--- config.mk ---
export PLATFORM = sky130hd
export DESIGN_NAME = fisr_fmul
export DESIGN_NICKNAME = d
export VERILOG_FILES = /design/src/fisr_pkg.sv /design/src/fisr_fmul.sv
export SDC_FILE = /design/constraint.sdc
export NUM_CORES = 2
export LEC_CHECK = 0
export ABC_AREA = 1
export BUFFER_PORTS_ARGS = -buffer_cell sky130_fd_sc_hd__buf_2
export CAP_MARGIN = 20
export CORE_AREA = 2 2 372 374
export DETAILED_ROUTE_END_ITERATION = 7
export DIE_AREA = 0 0 374 376
export PLACE_DENSITY = 0.44
export SYNTH_ARGS = -nofsm -noshare
export SYNTH_HDL_FRONTEND = slang
export SYNTH_SLANG_ARGS = --single-unit
--- constraint.sdc ---
create_clock -name clk -period 12.4 [get_ports clk]
set_input_delay 0.62 -clock clk [delete_from_list [all_inputs] [get_ports clk]]
set_output_delay 0.62 -clock clk [all_outputs]
set_load 0.03 [all_outputs]
--- src/fisr_pkg.sv ---
// ----------------------------------------------------------------------------
// fisr_pkg
// Shared types, constants and single-precision helper functions for the
// fast inverse square root pipeline.
// ----------------------------------------------------------------------------
package fisr_pkg;

  // Single-precision constants
  localparam logic [31:0] GUESS_MAGIC = 32'h5F37_59DF;
  localparam logic [31:0] FP_HALF     = 32'h3F00_0000;
  localparam logic [31:0] FP_ONE_HALF = 32'h3FC0_0000;
  localparam logic [31:0] CANON_NAN   = 32'h7FC0_0000;

  // Unpacked multiplier operand, mantissa normalized to bit 23
  typedef struct packed {
    logic               sgn;
    logic               nan;
    logic               inf;
    logic               zero;
    logic signed [9:0]  exp;
    logic [23:0]        man;
  } fisr_unp_t;

  // Adder operands after swap and alignment
  typedef struct packed {
    logic        sgn;
    logic        sub;
    logic        nan;
    logic        inf;
    logic        inf_sgn;
    logic [7:0]  exp;
    logic [23:0] ml;
    logic [49:0] ms;
  } fisr_al_t;

  // Adder raw sum with leading-zero count
  typedef struct packed {
    logic        sgn;
    logic        sub;
    logic        nan;
    logic        inf;
    logic        inf_sgn;
    logic [7:0]  exp;
    logic [50:0] sum;
    logic [5:0]  lz;
  } fisr_sum_t;

  // Leading zeros of a 24-bit mantissa
  function automatic logic [4:0] lzc24(input logic [23:0] m);
    logic [4:0] lz;
    lz = 5'd0;
    for (int i = 0; i < 24; i++) begin
      if (m[i]) lz = 5'(23 - i);
    end
    return lz;
  endfunction

  // Leading zeros of a 51-bit sum
  function automatic logic [5:0] lzc51(input logic [50:0] m);
    logic [5:0] lz;
    lz = 6'd0;
    for (int i = 0; i < 51; i++) begin
      if (m[i]) lz = 6'(50 - i);
    end
    return lz;
  endfunction

  // Unpack a single and normalize subnormal mantissas
  function automatic fisr_unp_t fp_unpack(input logic [31:0] w);
    fisr_unp_t  u;
    logic [7:0] e;
    logic [4:0] lz;
    e      = w[30:23];
    u.sgn  = w[31];
    u.nan  = (e == 8'hFF) && (w[22:0] != 23'd0);
    u.inf  = (e == 8'hFF) && (w[22:0] == 23'd0);
    u.zero = (e == 8'h00) && (w[22:0] == 23'd0);
    u.man  = {e != 8'h00, w[22:0]};
    u.exp  = (e == 8'h00) ? 10'sd1 : $signed({2'b00, e});
    lz     = lzc24(u.man);
    u.man  = u.man << lz;
    u.exp  = u.exp - $signed({5'd0, lz});
    return u;
  endfunction

  // Round to nearest even; m48 has its leading one at bit 47,
  // e is the biased exponent of that bit (may be below 1 or above 254)
  function automatic logic [31:0] fp_round(input logic sgn, input logic signed [9:0] e,
                                           input logic [47:0] m48);
    logic [47:0]       mm;
    logic [95:0]       wide;
    logic              lost;
    logic [7:0]        be;
    logic signed [9:0] shs;
    logic [5:0]        sh;
    logic              inc;
    logic [30:0]       body;
    mm   = m48;
    lost = 1'b0;
    be   = 8'd0;
    shs  = 10'sd1 - e;
    sh   = (e < -10'sd48) ? 6'd50 : shs[5:0];
    wide = {m48, 48'd0} >> sh;
    if (e >= 10'sd255) begin
      return {sgn, 8'hFF, 23'd0};
    end
    if (e >= 10'sd1) begin
      be = e[7:0];
    end else begin
      // gradual underflow
      mm   = wide[95:48];
      lost = |wide[47:0];
    end
    inc  = mm[23] & ((|mm[22:0]) | lost | mm[24]);
    body = {be, mm[46:24]} + 31'(inc);
    return {sgn, body};
  endfunction

  // Adder stage one: classify, swap by magnitude, align the smaller operand
  function automatic fisr_al_t fp_add_align(input logic [31:0] a, input logic [31:0] b);
    fisr_al_t    r;
    logic [31:0] big;
    logic [31:0] sml;
    logic [7:0]  eg;
    logic [7:0]  es;
    logic [7:0]  d;
    logic [5:0]  sh;
    logic [23:0] msm;
    logic [99:0] wide;
    logic        a_nan;
    logic        b_nan;
    logic        a_inf;
    logic        b_inf;
    a_nan = (a[30:23] == 8'hFF) && (a[22:0] != 23'd0);
    b_nan = (b[30:23] == 8'hFF) && (b[22:0] != 23'd0);
    a_inf = (a[30:23] == 8'hFF) && (a[22:0] == 23'd0);
    b_inf = (b[30:23] == 8'hFF) && (b[22:0] == 23'd0);
    big   = (a[30:0] >= b[30:0]) ? a : b;
    sml   = (a[30:0] >= b[30:0]) ? b : a;
    eg    = (big[30:23] == 8'd0) ? 8'd1 : big[30:23];
    es    = (sml[30:23] == 8'd0) ? 8'd1 : sml[30:23];
    msm   = {sml[30:23] != 8'd0, sml[22:0]};
    d     = eg - es;
    sh    = (d > 8'd50) ? 6'd50 : d[5:0];
    wide  = {msm, 76'd0} >> sh;
    r.sgn     = big[31];
    r.sub     = a[31] ^ b[31];
    r.nan     = a_nan | b_nan | (a_inf & b_inf & (a[31] != b[31]));
    r.inf     = a_inf | b_inf;
    r.inf_sgn = a_inf ? a[31] : b[31];
    r.exp     = eg;
    r.ml      = {big[30:23] != 8'd0, big[22:0]};
    r.ms      = {wide[99:51], wide[50] | (|wide[49:0])};
    return r;
  endfunction

  // Adder last stage: specials, normalize, round
  function automatic logic [31:0] fp_add_finish(input fisr_sum_t s);
    logic [50:0]       nm;
    logic signed [9:0] e;
    nm = s.sum << s.lz;
    e  = $signed({2'b00, s.exp}) + 10'sd1 - $signed({4'd0, s.lz});
    if (s.nan) return CANON_NAN;
    if (s.inf) return {s.inf_sgn, 8'hFF, 23'd0};
    if (s.sum == 51'd0) return {(s.sub ? 1'b0 : s.sgn), 31'd0};
    return fp_round(s.sgn, e, {nm[50:4], nm[3] | (|nm[2:0])});
  endfunction

endpackage

--- src/fisr_fmul.sv ---
// ----------------------------------------------------------------------------
// fisr_fmul
// Three-stage single-precision multiplier, round to nearest even, with a
// sideband word that travels alongside each request.
// ----------------------------------------------------------------------------
module fisr_fmul #(
  parameter int SIDE_W = 32
) (
  input  logic              clk,
  input  logic              rst_n,
  input  logic              vld_i,
  input  logic [31:0]       a_i,
  input  logic [31:0]       b_i,
  input  logic [SIDE_W-1:0] side_i,
  output logic              vld_o,
  output logic [31:0]       p_o,
  output logic [SIDE_W-1:0] side_o
);
  import fisr_pkg::*;

  logic              vld1_r, vld2_r, vld3_r;
  fisr_unp_t         ua_r, ub_r;
  logic [SIDE_W-1:0] sd1_r, sd2_r, sd3_r;
  logic              sgn2_r, nan2_r, inf2_r, zero2_r;
  logic signed [9:0] es2_r;
  logic [47:0]       prod2_r;
  logic [31:0]       p3_r;
  logic [31:0]       p_nxt;
  logic signed [9:0] e_n;
  logic [47:0]       m_n;

  // Valid pipeline
  always_ff @(posedge clk) begin
    if (!rst_n) begin
      vld1_r <= 1'b0;
      vld2_r <= 1'b0;
      vld3_r <= 1'b0;
    end else begin
      vld1_r <= vld_i;
      vld2_r <= vld1_r;
      vld3_r <= vld2_r;
    end
  end

  // Stage 1: unpack and normalize; stage 2: multiply; stage 3: round
  always_ff @(posedge clk) begin
    ua_r    <= fp_unpack(a_i);
    ub_r    <= fp_unpack(b_i);
    sd1_r   <= side_i;
    sgn2_r  <= ua_r.sgn ^ ub_r.sgn;
    nan2_r  <= ua_r.nan | ub_r.nan | (ua_r.inf & ub_r.zero) | (ua_r.zero & ub_r.inf);
    inf2_r  <= ua_r.inf | ub_r.inf;
    zero2_r <= ua_r.zero | ub_r.zero;
    es2_r   <= ua_r.exp + ub_r.exp - 10'sd127;
    prod2_r <= ua_r.man * ub_r.man;
    sd2_r   <= sd1_r;
    p3_r    <= p_nxt;
    sd3_r   <= sd2_r;
  end

  // Normalize the product to bit 47 and resolve specials
  always_comb begin
    e_n = prod2_r[47] ? es2_r + 10'sd1 : es2_r;
    m_n = prod2_r[47] ? prod2_r : {prod2_r[46:0], 1'b0};
    if (nan2_r)       p_nxt = CANON_NAN;
    else if (inf2_r)  p_nxt = {sgn2_r, 8'hFF, 23'd0};
    else if (zero2_r) p_nxt = {sgn2_r, 31'd0};
    else              p_nxt = fp_round(sgn2_r, e_n, m_n);
  end

  assign vld_o  = vld3_r;
  assign p_o    = p3_r;
  assign side_o = sd3_r;

  a_lat_fwd: assert property (@(posedge clk) disable iff (!rst_n) vld_i |-> ##3 vld_o)
    else $error("fmul: request lost");
  a_lat_bwd: assert property (@(posedge clk) disable iff (!rst_n) vld_o |-> $past(vld_i, 3))
    else $error("fmul: result without request");
  a_nan_canon: assert property (@(posedge clk) disable iff (!rst_n)
    (vld_o && p_o[30:23] == 8'hFF && p_o[22:0] != 23'd0) |-> p_o[30:0] == CANON_NAN[30:0])
    else $error("fmul: non-canonical NaN");

endmodule

==> flow_summary.toml <==
[critical_path]
crit_path_start_kind = "register"
cp_top_family = "adder cells"
crit_buf_inv = 4
critPathKind = "reg2reg"
cp.required_ns = 12.89
slowest_stage = "dfxtp_1"
max_stage_delay_ns = 1.09
crit_path_end_kind = "register"
worst-path-max-fanout = 24
rrSetupSlack_ns = 4.90
cp.arrival_ns = 7.99
crit_path_frequent_cell = "nand2_1"

[logic_synthesis]
synth_seq_cells = 267
ys_seq_area_frac = 0.157
postSynthAreaPerCell_um2 = 7.14
yosys_warnings = 0
synthDistinctLibCells = 57
synth_edf_count = 0
async_flop_share = 0
netlist_instances = 4755
synth_ff_type = "dfxtp_1"
syn_area_mm2 = 0.0340

[final_layout]
antennaDiodeCount = 0
final_layout_size_suffix_gt1_frac = 0.0762
nets = 5607
fillers = 15200
area_growth_pct = 11.7

[clock_tree]
cts_resized = 0
clkSinkCount = 267
cts_made_buffers = 36
postCtsSetupRepairBufs = 0
cts_hold_repair.buffers = 0
h-tree-depth = 2
clock_latency_ns = 0.59
path_clk_slew_ns = 0.06
cts_buffer_depth = 3
clock-root-buffer = "clkbuf_16"
tritoncts = "yes"

[timing]
skew_ns = 0.0456
hold_viol = 0
min_period_ns = 7.50
relSlewSlack = 0.213
rsz0062_at_grt = "false"
worstMarginPinSlew_ns = 1.18
fmax_ghz = 0.133
period_share = 0.605
maxSlewViolCount = 0
setup_viol = 0
fin_setup_tns_ns = 0

[detailed_routing]
wirelength_um = 112000
wl_per_cell_um = 16.9
viasPerCell = 4.46
drtIter0Drc = 1689
vias = 29600
ant_nets = 0
drc_errors = 0
firstDrtPassIters = 7

[run_status]
status = "finished clean"

[grt]
grt_max_degree = 73
use_met2 = 0.270
grt_pass1_wl_um = 179000
grt-ovfl-total = 0
met3_usage = 0.0137
grt.busiest_layer = "met2"
grt_pass1_vias = 30900
use_met1 = 0.218
grtUsageTotal = 0.162
antenna_found_initial = 4

[floorplanning]
die_x_um = 374
initial_core_util = 0.249
coreArea_mm2 = 0.137
ios = 164
die-height_um = 376
rows = 136
die_area_mm2 = 0.141

[job]
max-cap-violations = 0

[placement]
finalWeightedCongestion = 0.899
io_buffer_count = 163
dp_hpwl_um = 88000

[worst_hold_path]
min_path_type = "in2reg"
layout make-up:
cell class	instances	area, µm²	area share
clock buffers	42	943	0.0249
well taps	1794	2240	0.0592
multi-input cells	3206	23700	0.625
repair buffers	221	1300	0.0342
flip-flops and latches	267	5350	0.141
inverters	1093	4110	0.108
clock inverters	24	285	0.00752
sequential cells by signal (all words and copies together) (netlist names):
name,flops
inf2_r,1
ua_r,37
prod2_r,48
sgn2_r,1
vld2_r,1
sd1_r,32
vld_o,1
zero2_r,1
nan2_r,1
ub_r,37
sd2_r,32
side_o,32
p_o,32
es2_r,10
vld1_r,1
cells by family (layout without fill, tap and decap cells):
group / after synthesis / count (layout) / synth area share
xor gates and xnor gates: 75 / 75 / 0.0193
other: 1 / 2 / 0.000110
adders and majority gates: 683 / 683 / 0.358
buffers and inverters: 1283 / 1380 / 0.145
muxes: 2 / 2 / 0.000589
AOI/OAI and AO/OA: 262 / 262 / 0.0449
and+or+nand+nor: 2182 / 2182 / 0.274
DFF: 267 / 267 / 0.157
path summary, 6_finish.rpt:
path | cells past startpoint | from | end
min | 1 | side_i[4] | sd1_r[4]
min reg2reg | 0 | sd1_r[14] | sd2_r[14]
max | 29 | ub_r[5] | prod2_r[45]
max reg2reg | 29 | ub_r[5] | prod2_r[45]
synth_stat cells, drive strengths merged, types with 2 or more instances:
cell / instances / area [µm²]
nand2: 1303 / 4940
inv: 1083 / 4070
nand3: 548 / 2770
fa: 483 / 9670
dfxtp: 267 / 5350
nor2: 211 / 862
ha: 200 / 2500
clkbuf: 143 / 537
o21ai: 110 / 573
a21oi: 92 / 460
xor2: 54 / 473
buf: 47 / 279
nand4: 45 / 282
or2: 24 / 150
nor3: 23 / 125
xnor2: 21 / 184
o22ai: 17 / 169
nor4: 14 / 87.6
clkinv: 10 / 43.8
nand3b: 10 / 75.1
o21a: 10 / 75.1
a31oi: 8 / 50.1
a21o: 7 / 52.6
o21bai: 5 / 37.5
and2: 3 / 18.8
o31ai: 3 / 22.5
a211oi: 2 / 15.0
mux2i: 2 / 20.0
o211ai: 2 / 15.0
o311ai: 2 / 17.5
per-stage QoR:
stage | instances | setup slack [ns] | cell area, µm² | hold slack [ns] | util
finish | 6647 | 4.90 | 37900 | 0.131 | 0.278
detailed placement | 6578 | 4.79 | 36700 | 0.312 | 0.268
global placement | 6577 | 4.92 | 36600 | 0.310 | 0.268
floorplan | 4756 | 5.82 | 34000 | 0.310 | -
CTS | 6644 | 4.80 | 37900 | 0.0725 | 0.277
global route | 6647 | 4.34 | 37900 | 0.0928 | 0.278
placed cells by master (no fill, tap or decap), types with 5 or more instances in the layout:
cell / synthesis / layout
o21ai_0: 97 / 97
inv_2: 10 / 10
nand2_1: 1290 / 1290
a31oi_1: 8 / 8
buf_4: 5 / 55
a21o_1: 7 / 7
nor2_2: 10 / 10
dfxtp_1: 267 / 266
nand4_1: 45 / 45
nor4_1: 14 / 14
o21a_1: 10 / 10
ha_1: 200 / 200
o22ai_2: 10 / 10
clkinv_1: 8 / 8
nand3_1: 544 / 544
clkinvlp_4: 0 / 7
inv_1: 1072 / 1072
o21bai_1: 5 / 5
nor3_1: 21 / 21
nand3b_1: 10 / 10
a21oi_1: 92 / 91
fa_1: 483 / 483
o22ai_1: 7 / 7
nand2_2: 10 / 10
o21ai_1: 9 / 9
clkbuf_16: 0 / 36
or2_2: 22 / 22
nor2_1: 195 / 195
xnor2_1: 21 / 21
xor2_1: 54 / 54
buf_2: 28 / 163
inv_6: 0 / 5
nor2_4: 6 / 6
metal layers:
layer  share of wire  vias to the layer above
li1                -                    14400
met3           0.037                      114
met2            0.46                      598
met5               0                        -
met1            0.47                    14500
met4           0.036                        0
Power is left out: the tool's default activity adds up to more than one toggle a clock period on the data nets, which glitch-free logic cannot reach.
